## src/design/afmf_pkg.sv

```systemverilog
// Shared constants and types for the addressed frame message filter.
`timescale 1ns / 1ps

package afmf_pkg;

  localparam int MSG_CAP     = 64;
  localparam int ID_BITS     = 16;
  localparam int STORE_DEPTH = MSG_CAP - 1;
  localparam int LEN_W       = $clog2(MSG_CAP);
  localparam int ADDR_W      = (STORE_DEPTH > 1) ? $clog2(STORE_DEPTH) : 1;
  localparam int SUM_W       = ID_BITS + 4;
  localparam int CMP_W       = (ID_BITS > 16) ? ID_BITS : 16;

  localparam int FIFO_DEPTH  = 4;
  localparam int FIFO_PTR_W  = $clog2(FIFO_DEPTH);

  localparam int CFG_IDX_W   = 8;
  localparam int CFG_DATA_W  = 16;

  localparam logic [CFG_IDX_W-1:0] CFG_FILTER_ON = 8'd0;
  localparam logic [CFG_IDX_W-1:0] CFG_TARGET_ID = 8'd1;

  localparam logic [7:0] CH_START = 8'h3C;  // '<'
  localparam logic [7:0] CH_AT    = 8'h40;  // '@'
  localparam logic [7:0] CH_END   = 8'h3E;  // '>'
  localparam logic [7:0] CH_ZERO  = 8'h30;  // '0'
  localparam logic [7:0] CH_NINE  = 8'h39;  // '9'
  localparam logic [7:0] CH_NL    = 8'h0A;

  typedef enum logic [1:0] {
    CMD_PASS,
    CMD_STORE,
    CMD_RELEASE
  } cmd_op_t;

  // len carries the store address for CMD_STORE, the message length for CMD_RELEASE
  typedef struct packed {
    cmd_op_t          op;
    logic [7:0]       data;
    logic [LEN_W-1:0] len;
  } cmd_t;

endpackage

```

## src/design/afmf_if.sv

```systemverilog
// Channel interfaces: received bytes, released bytes and configuration writes.
`timescale 1ns / 1ps

interface afmf_rx_if;
  logic       valid;
  logic       ready;
  logic [7:0] rx_byte;
  modport source (output valid, output rx_byte, input ready);
  modport sink   (input valid, input rx_byte, output ready);
endinterface

interface afmf_tx_if;
  logic       valid;
  logic       ready;
  logic [7:0] out_byte;
  logic       last;
  modport source (output valid, output out_byte, output last, input ready);
  modport sink   (input valid, input out_byte, input last, output ready);
endinterface

interface afmf_cfg_if;
  logic                             valid;
  logic                             ready;
  logic [afmf_pkg::CFG_IDX_W-1:0]  index;
  logic [afmf_pkg::CFG_DATA_W-1:0] data;
  modport source (output valid, output index, output data, input ready);
  modport sink   (input valid, input index, input data, output ready);
endinterface

```

## src/design/afmf_cmd_fifo.sv

```systemverilog
// Small command queue between the frame parser and the output sequencer.
`timescale 1ns / 1ps

module afmf_cmd_fifo (
  input  logic             clk,
  input  logic             rst,
  input  logic             push,
  input  afmf_pkg::cmd_t   push_cmd,
  output logic             full,
  input  logic             pop,
  output afmf_pkg::cmd_t   head,
  output logic             empty
);

  afmf_pkg::cmd_t entries [afmf_pkg::FIFO_DEPTH];
  logic [afmf_pkg::FIFO_PTR_W-1:0] wr_ptr;
  logic [afmf_pkg::FIFO_PTR_W-1:0] rd_ptr;
  logic [afmf_pkg::FIFO_PTR_W:0]   count;

  assign full  = (count == (afmf_pkg::FIFO_PTR_W+1)'(afmf_pkg::FIFO_DEPTH));
  assign empty = (count == '0);
  assign head  = entries[rd_ptr];

  always_ff @(posedge clk) begin
    if (push && !full) begin
      entries[wr_ptr] <= push_cmd;
    end
  end

  always_ff @(posedge clk) begin
    if (rst) begin
      wr_ptr <= '0;
      rd_ptr <= '0;
      count  <= '0;
    end else begin
      if (push && !full) begin
        wr_ptr <= wr_ptr + 1'b1;
      end
      if (pop && !empty) begin
        rd_ptr <= rd_ptr + 1'b1;
      end
      case ({push && !full, pop && !empty})
        2'b10:   count <= count + 1'b1;
        2'b01:   count <= count - 1'b1;
        default: count <= count;
      endcase
    end
  end

endmodule

```

## src/design/afmf_front.sv

```systemverilog
// Front end: config registers, frame parser, id match; emits one command per byte at most.
`timescale 1ns / 1ps

module afmf_front (
  input  logic            clk,
  input  logic            rst,
  afmf_rx_if.sink         rx,
  afmf_cfg_if.sink        cfg,
  output logic            push,
  output afmf_pkg::cmd_t  push_cmd,
  input  logic            fifo_full
);

  typedef enum logic [1:0] {
    PH_WAIT,
    PH_ID,
    PH_TEXT,
    PH_RELEASE
  } phase_t;

  phase_t                          phase, phase_next;
  logic [afmf_pkg::ID_BITS-1:0]    acc, acc_next;
  logic                            ovf, ovf_next;
  logic [afmf_pkg::LEN_W-1:0]      len, len_next;
  logic                            filter_on;
  logic [15:0]                     target_id;
  logic                            accept;
  logic [afmf_pkg::SUM_W-1:0]      id_sum;
  logic                            id_match;

  assign rx.ready  = !fifo_full;
  assign cfg.ready = 1'b1;
  assign accept    = rx.valid && rx.ready;

  // acc*10 + digit as two shifted adds
  assign id_sum = afmf_pkg::SUM_W'({acc, 3'b000}) + afmf_pkg::SUM_W'({acc, 1'b0})
                + afmf_pkg::SUM_W'(rx.rx_byte - afmf_pkg::CH_ZERO);
  assign id_match = !ovf &&
                    (afmf_pkg::CMP_W'(acc) == afmf_pkg::CMP_W'(target_id));

  always_comb begin
    phase_next = phase;
    acc_next   = acc;
    ovf_next   = ovf;
    len_next   = len;
    push       = 1'b0;
    push_cmd   = '{op: afmf_pkg::CMD_PASS, data: rx.rx_byte, len: len};
    if (accept) begin
      if (!filter_on) begin
        push = 1'b1;
      end else begin
        case (phase)
          PH_WAIT: begin
            acc_next = '0;
            ovf_next = 1'b0;
            len_next = '0;
            if (rx.rx_byte == afmf_pkg::CH_START) begin
              phase_next = PH_ID;
            end
          end
          PH_ID: begin
            if (rx.rx_byte inside {[afmf_pkg::CH_ZERO:afmf_pkg::CH_NINE]}) begin
              acc_next = id_sum[afmf_pkg::ID_BITS-1:0];
              if (id_sum[afmf_pkg::SUM_W-1:afmf_pkg::ID_BITS] != '0) begin
                ovf_next = 1'b1;
              end
            end else if (rx.rx_byte == afmf_pkg::CH_AT) begin
              phase_next = PH_TEXT;
            end else begin
              phase_next = PH_WAIT;
            end
          end
          PH_TEXT: begin
            if (!id_match) begin
              phase_next = PH_WAIT;
            end else if (rx.rx_byte == afmf_pkg::CH_END) begin
              phase_next = PH_RELEASE;
            end else begin
              push          = 1'b1;
              push_cmd.op   = afmf_pkg::CMD_STORE;
              len_next      = len + 1'b1;
              if (len_next == afmf_pkg::LEN_W'(afmf_pkg::STORE_DEPTH)) begin
                phase_next = PH_RELEASE;
              end
            end
          end
          default: begin
            // trigger byte is dropped, stored text goes out
            push        = 1'b1;
            push_cmd.op = afmf_pkg::CMD_RELEASE;
            phase_next  = PH_WAIT;
          end
        endcase
      end
    end
  end

  always_ff @(posedge clk) begin
    if (rst) begin
      phase     <= PH_WAIT;
      acc       <= '0;
      ovf       <= 1'b0;
      len       <= '0;
      filter_on <= 1'b0;
      target_id <= '0;
    end else begin
      phase <= phase_next;
      acc   <= acc_next;
      ovf   <= ovf_next;
      len   <= len_next;
      if (cfg.valid && cfg.ready) begin
        case (cfg.index)
          afmf_pkg::CFG_FILTER_ON: filter_on <= cfg.data[0];
          afmf_pkg::CFG_TARGET_ID: target_id <= cfg.data;
          default: ;
        endcase
      end
    end
  end

endmodule

```

## src/design/afmf_back.sv

```systemverilog
// Back end: message store and output sequencer driving the registered output stage.
`timescale 1ns / 1ps

module afmf_back (
  input  logic            clk,
  input  logic            rst,
  input  afmf_pkg::cmd_t  head,
  input  logic            fifo_empty,
  output logic            pop,
  afmf_tx_if.source       tx
);

  typedef enum logic [1:0] {
    B_IDLE,
    B_READ,
    B_SEND,
    B_NL
  } back_state_t;

  back_state_t                  state;
  logic [7:0]                   store [afmf_pkg::STORE_DEPTH];
  logic [7:0]                   rd_data;
  logic [afmf_pkg::LEN_W-1:0]   idx;
  logic [afmf_pkg::LEN_W-1:0]   idx_next;
  logic [afmf_pkg::LEN_W-1:0]   rel_len;
  logic                         out_valid;
  logic [7:0]                   out_byte;
  logic                         out_last;
  logic                         out_free;
  logic                         out_load;
  logic                         wr_en;

  assign tx.valid    = out_valid;
  assign tx.out_byte = out_byte;
  assign tx.last     = out_last;

  assign out_free = !out_valid || tx.ready;
  assign idx_next = idx + 1'b1;
  assign pop = (state == B_IDLE) && !fifo_empty &&
               ((head.op != afmf_pkg::CMD_PASS) || out_free);
  assign wr_en = pop && (head.op == afmf_pkg::CMD_STORE);

  // output register takes a new byte this cycle
  assign out_load = (state == B_IDLE) ? (pop && (head.op == afmf_pkg::CMD_PASS))
                  : (((state == B_SEND) || (state == B_NL)) && out_free);

  always_ff @(posedge clk) begin
    if (wr_en) begin
      store[head.len[afmf_pkg::ADDR_W-1:0]] <= head.data;
    end
    if (state == B_READ) begin
      rd_data <= store[idx[afmf_pkg::ADDR_W-1:0]];
    end
  end

  always_ff @(posedge clk) begin
    if (rst) begin
      state     <= B_IDLE;
      out_valid <= 1'b0;
    end else begin
      if (out_load) begin
        out_valid <= 1'b1;
      end else if (tx.valid && tx.ready) begin
        out_valid <= 1'b0;
      end
      case (state)
        B_IDLE: begin
          if (pop) begin
            case (head.op)
              afmf_pkg::CMD_PASS: begin
                out_byte  <= head.data;
                out_last  <= 1'b1;
              end
              afmf_pkg::CMD_RELEASE: begin
                rel_len <= head.len;
                idx     <= '0;
                state   <= (head.len == '0) ? B_NL : B_READ;
              end
              default: ;
            endcase
          end
        end
        B_READ: begin
          state <= B_SEND;
        end
        B_SEND: begin
          if (out_free) begin
            out_byte  <= rd_data;
            out_last  <= 1'b0;
            idx       <= idx_next;
            state     <= (idx_next == rel_len) ? B_NL : B_READ;
          end
        end
        default: begin
          if (out_free) begin
            out_byte  <= afmf_pkg::CH_NL;
            out_last  <= 1'b1;
            state     <= B_IDLE;
          end
        end
      endcase
    end
  end

endmodule

```

## src/design/addressed_frame_message_filter.sv

```systemverilog
// Top level of the addressed frame message filter.
`timescale 1ns / 1ps

// Usage:
//  - rx: received bytes, one per transaction (valid/ready).
//  - tx: released bytes with a last flag, one per transaction (valid/ready).
//  - cfg: register writes; index 0 = filter_on, index 1 = target_id. Always ready.
//    Write only while the block is idle.
//  - filter_on = 0: every byte comes out as a run of one with last set,
//    passing through the command queue and the registered output stage,
//    one byte per cycle sustained while tx is ready.
//  - filter_on = 1: frames '<' id '@' text '>' are parsed; text of a frame whose
//    id equals target_id is stored and released on the following byte,
//    then a newline with last set. A release reads each stored byte from the
//    store and loads it into the output register, one after the other, and
//    then loads the newline; a store command only writes the store.
//  - A 4-entry command queue separates parser and sequencer, so rx keeps
//    flowing while a release drains; rx stalls only when the queue is full.
//  - tx stall: output register holds its transaction; sequencer waits.
//  - Reset (rst, synchronous): parser back to waiting for '<', registers
//    cleared, queue and output emptied. Message store is not cleared.

module addressed_frame_message_filter (
  input  logic       clk,
  input  logic       rst,
  afmf_rx_if.sink    rx,
  afmf_tx_if.source  tx,
  afmf_cfg_if.sink   cfg
);

  logic            push;
  afmf_pkg::cmd_t  push_cmd;
  logic            fifo_full;
  logic            pop;
  afmf_pkg::cmd_t  head;
  logic            fifo_empty;

  // parser and config registers
  afmf_front u_front (
    .clk       (clk),
    .rst       (rst),
    .rx        (rx),
    .cfg       (cfg),
    .push      (push),
    .push_cmd  (push_cmd),
    .fifo_full (fifo_full)
  );

  // command queue: pass / store / release
  afmf_cmd_fifo u_fifo (
    .clk      (clk),
    .rst      (rst),
    .push     (push),
    .push_cmd (push_cmd),
    .full     (fifo_full),
    .pop      (pop),
    .head     (head),
    .empty    (fifo_empty)
  );

  // store writes and output sequencing
  afmf_back u_back (
    .clk        (clk),
    .rst        (rst),
    .head       (head),
    .fifo_empty (fifo_empty),
    .pop        (pop),
    .tx         (tx)
  );

endmodule
```

## src/flat_wrapper.sv

```systemverilog
// flat-port wrapper written by rule: the top's interface ports become plain ports
module addressed_frame_message_filter_flat 
  (clk, rst, rx_valid, rx_rx_byte, rx_ready, tx_valid, tx_out_byte, tx_last, tx_ready, cfg_valid, cfg_index, cfg_data, cfg_ready);
  afmf_rx_if rx_i ();
  afmf_tx_if tx_i ();
  afmf_cfg_if cfg_i ();
  input  logic clk;
  input  logic rst;
  input wire logic [$bits(rx_i.valid)-1:0] rx_valid;
  input wire logic [$bits(rx_i.rx_byte)-1:0] rx_rx_byte;
  output wire logic [$bits(rx_i.ready)-1:0] rx_ready;
  output wire logic [$bits(tx_i.valid)-1:0] tx_valid;
  output wire logic [$bits(tx_i.out_byte)-1:0] tx_out_byte;
  output wire logic [$bits(tx_i.last)-1:0] tx_last;
  input wire logic [$bits(tx_i.ready)-1:0] tx_ready;
  input wire logic [$bits(cfg_i.valid)-1:0] cfg_valid;
  input wire logic [$bits(cfg_i.index)-1:0] cfg_index;
  input wire logic [$bits(cfg_i.data)-1:0] cfg_data;
  output wire logic [$bits(cfg_i.ready)-1:0] cfg_ready;
  assign rx_i.valid = rx_valid;
  assign rx_i.rx_byte = rx_rx_byte;
  assign rx_ready = rx_i.ready;
  assign tx_valid = tx_i.valid;
  assign tx_out_byte = tx_i.out_byte;
  assign tx_last = tx_i.last;
  assign tx_i.ready = tx_ready;
  assign cfg_i.valid = cfg_valid;
  assign cfg_i.index = cfg_index;
  assign cfg_i.data = cfg_data;
  assign cfg_ready = cfg_i.ready;
  addressed_frame_message_filter u_core (.clk(clk), .rst(rst), .rx(rx_i), .tx(tx_i), .cfg(cfg_i));
endmodule
```

## config.mk

```make
export PLATFORM = sky130hd
export DESIGN_NAME = addressed_frame_message_filter_flat
export DESIGN_NICKNAME = d
export VERILOG_FILES = /design/src/design/afmf_pkg.sv /design/src/design/afmf_if.sv /design/src/design/afmf_cmd_fifo.sv /design/src/design/afmf_front.sv /design/src/design/afmf_back.sv /design/src/design/addressed_frame_message_filter.sv /design/src/flat_wrapper.sv
export SDC_FILE = /design/constraint.sdc
export NUM_CORES = 1
export LEC_CHECK = 0
export BUFFER_PORTS_ARGS = -buffer_cell sky130_fd_sc_hd__buf_2
export CAP_MARGIN = 20
export CORE_ASPECT_RATIO = 2
export CORE_MARGIN = 5
export CORE_UTILIZATION = 45
export DETAILED_ROUTE_END_ITERATION = 16
export PLACE_DENSITY_LB_ADDON = 0.1
export SYNTH_ARGS = -nofsm -noshare
export SYNTH_HDL_FRONTEND = slang
export SYNTH_SLANG_ARGS = --single-unit
```

## constraint.sdc

```tcl
create_clock -name clk -period 13.5 [get_ports clk]
set_clock_uncertainty 0.1 [all_clocks]
set_input_delay 2.7 -clock clk [delete_from_list [all_inputs] [get_ports clk]]
set_output_delay 2.7 -clock clk [all_outputs]
set_load 0.01 [all_outputs]
```

==> flow_metrics.py <==
metrics = {
    "setup_path": {
        "max_stage_delay_ns": 0.49,
        "worst_path_max_delay_cell": "fa_1",
        "path_cells": "buf_2 -> ha_1 -> xnor2_1 -> fa_1 -> ha_1 -> nand3_1 -> o211ai_1 -> o211ai_1 -> a21boi_1 -> o21a_1 -> or3_1 -> a32o_1",
        "end_kind": "flop",
        "cp.buffers_inverters": 1,
        "start_kind": "primary input",
        "crit_type": "primary input to flop",
        "worstPathArrival_ns": 5.95,
        "worstPathMaxFanout": 9,
        "cp.required_ns": 13.89,
        "crit_family": "compound AO/OA/AOI/OAI gates",
    },
    "clock_network": {
        "cts_tree": "done",
        "postCtsHoldBufs": 0,
        "cts-buffers-inserted": 55,
        "cts.sinks": 651,
        "htree_levels": 2,
        "cts_resized": 0,
        "path_clk_slew_ns": 0.07,
        "worstSkewPairLatency_ns": 0.61,
        "root_buffer": "clkbuf_16",
        "clk_path_buf_depth": 3,
        "cts_setup_buffers": 0,
    },
    "timing": {
        "finalSetupViolations": 0,
        "finalCriticalPeriod_ns": 5.56,
        "fmax_mhz": 180,
        "fin_crit_sh": 0.412,
        "worst-slew-pin-transition_ns": 1.06,
        "rsz0062_at_grt": "no",
        "slew_viol_final": 0,
        "slew_headroom": 0.292,
        "final_hold_viol_count": 0,
        "tns_ns": 0,
        "whs_ns": 0.421,
        "fin_ws_ns": 7.94,
    },
    "global_route": {
        "antenna_found_initial": 1,
        "grt_max_degree": 89,
        "grt_overflow": 0,
        "grt_pass1_wl_um": 93300,
        "grt_pass1_vias": 13941,
        "grt_util_all_layers": 0.196,
    },
    "floorplanning": {
        "rows": 126,
        "initial_utilization": 0.454,
        "core_um2": 59000,
        "dieArea_um2": 64700,
        "num_io_pins": 49,
        "die_h_um": 355,
        "die_x_um": 182,
    },
    "placement": {
        "pre_cts_ws_ns": 7.37,
        "portBuffers": 47,
        "place_area_um2": 27800,
        "hpwlAfterDp_um": 41200,
        "gp_congestion": 0.819,
    },
    "pwr": {
        "sequentialPowerShare": 0.494,
        "pwr-share-clk": 0.302,
        "powerDensity_nw_per_um2": 174,
        "p_int_mw": 3.69,
        "pwr-share-comb": 0.204,
        "swShare": 0.280,
        "leakage_nw": 9.55,
        "max-vdd-ir-drop_mv": 0.117,
        "p_sw_mw": 1.44,
    },
    "layout": {
        "fillers": 4913,
        "final_common_cell": "edfxtp_1",
        "finalInstanceArea_um2": 29500,
        "final_cell_mix": "edfxtp_1 (597), mux4_2 (176), nor2_1 (133)",
        "nets": 1555,
        "drive_gt1_frac": 0.218,
        "final_util": 0.500,
        "syn_to_final_growth_pct": 10.3,
        "n_antenna_cell": 0,
    },
    "synthesis": {
        "ys_ff_latch": 651,
        "syn-num-nets": 1497,
        "ys_seq_area_frac": 0.711,
        "syn_avg_cell_area_um2": 18.9,
        "synth_edf_count": 597,
        "ys_dominant_reg_cell": "edfxtp_1",
        "syn_area_um2": 26700,
        "syn_inst": 1413,
        "ys_warn_count": 0,
        "ys_types": 57,
        "async_flop_share": 0,
    },
    "hold_path": {
        "hold_class": "flop to flop",
    },
    "flow_run": {
        "drv_cap": 0,
    },
    "routing": {
        "drc_errors": 0,
        "first_iter_violations": 856,
        "ant_nets": 0,
        "dr.pass1.iters": 5,
        "viasPerCell": 5.72,
        "wl_um": 62900,
        "num_vias": 13037,
        "routedWlPerCell_um": 27.6,
    },
    "status": {
        "outcome": "complete, no violations",
    },
}
## cell families after synthesis
family                     after synthesis  synth area share
DFF                                    651             0.711
and+or+nand+nor                        268            0.0461
muxes                                  210             0.161
AOI/OAI and AO/OA                      100            0.0245
buffers and inverters                   87            0.0152
xor gates and xnor gates                49            0.0160
adders and majority gates               47            0.0265
other                                    1          0.000140
## per-layer routing
layer  global-route usage  share of wire
met1                0.212           0.34
met2                0.392           0.59
met3               0.0196          0.035
met4               0.0651          0.034
met5                    0              0
## worst min-delay path: stages, from the launching register on
cell and delay (ns):
dfxtp_1 0.34, mux2i_1 0.07, nor2_1 0.07
## synthesized netlist by cell type, types with 4 or more instances
master    instances  area share
a21oi_1          28      0.0052
a22o_1            4      0.0013
a22oi_1          11      0.0031
and2_1            6      0.0014
and3_1            6      0.0014
buf_1             6     0.00084
buf_2            12      0.0022
buf_6             8      0.0034
clkbuf_1         38      0.0053
dfxtp_1          54       0.040
edfxtp_1        597        0.67
fa_1             16       0.012
ha_1             31       0.015
inv_1            21      0.0029
mux2i_1          34       0.013
mux4_2          176        0.15
nand2_1          40      0.0056
nand2b_1          7      0.0016
nand3_1          20      0.0037
nand4_1           6      0.0014
nor2_1          133       0.019
nor2b_1          12      0.0028
nor3_1           15      0.0028
nor4_1            5      0.0012
o211ai_1          9      0.0025
o21ai_0          10      0.0019
o21ai_1           8      0.0015
o31ai_1           4      0.0011
or3_1             7      0.0016
xnor2_1          30      0.0098
xor2_1           19      0.0062
## stage by stage
stage	std cells	total power [mW]
finish	2280	5.12
CTS	2280	5.19
global route	2280	5.31
global placement	2182	3.63
detailed placement	2182	3.65
floorplan	1413	3.23
## power groups by stage
stage	sequential [mW]	combinational [mW]	clock [mW]
3_3_place_gp	2.57	1.06	0
4_1_cts	2.53	1.08	1.58
3_5_place_dp	2.57	1.08	0
6_report	2.53	1.04	1.55
2_1_floorplan	2.55	0.681	0
5_1_grt	2.54	1.12	1.65
## cell type report
cell class	instances	area [um^2]	share of cell area
inverter	22	82.6	0.00280
clock buffer	64	1440	0.0489
clock inverter	34	277	0.00937
timing repair buffer	66	390	0.0132
sequential	651	19000	0.644
multi-input combinational	675	7340	0.249
tap	768	961	0.0326
## sequential cells by signal, indices dropped and copies added, names as in the netlist, 3 cells and up, named ones only
name                       flops
u_core.u_fifo.entries         64
u_core.u_back.idx              6
u_core.u_back.rd_data          8
u_core.u_front.target_id      16
u_core.u_back.rel_len          6
u_core.u_fifo.count            3
u_core.u_back.tx.out_byte      8
u_core.u_front.acc            16
u_core.u_front.len             6
u_core.u_back.store          504
## path summary, 6_finish.rpt
path,from,end,slack (ns),cells past startpoint
setup / recovery,rx_rx_byte[4],u_core.u_front.acc[15],7.94,12
hold / removal,u_core.u_front.target_id[9],u_core.u_front.target_id[9],0.42,2
hold reg to reg,u_core.u_front.target_id[9],u_core.u_front.target_id[9],0.42,2
setup reg to reg,flop,u_core.u_back.store[52][3],9.57,4
Note: power is estimated with default switching activity, not from simulation.
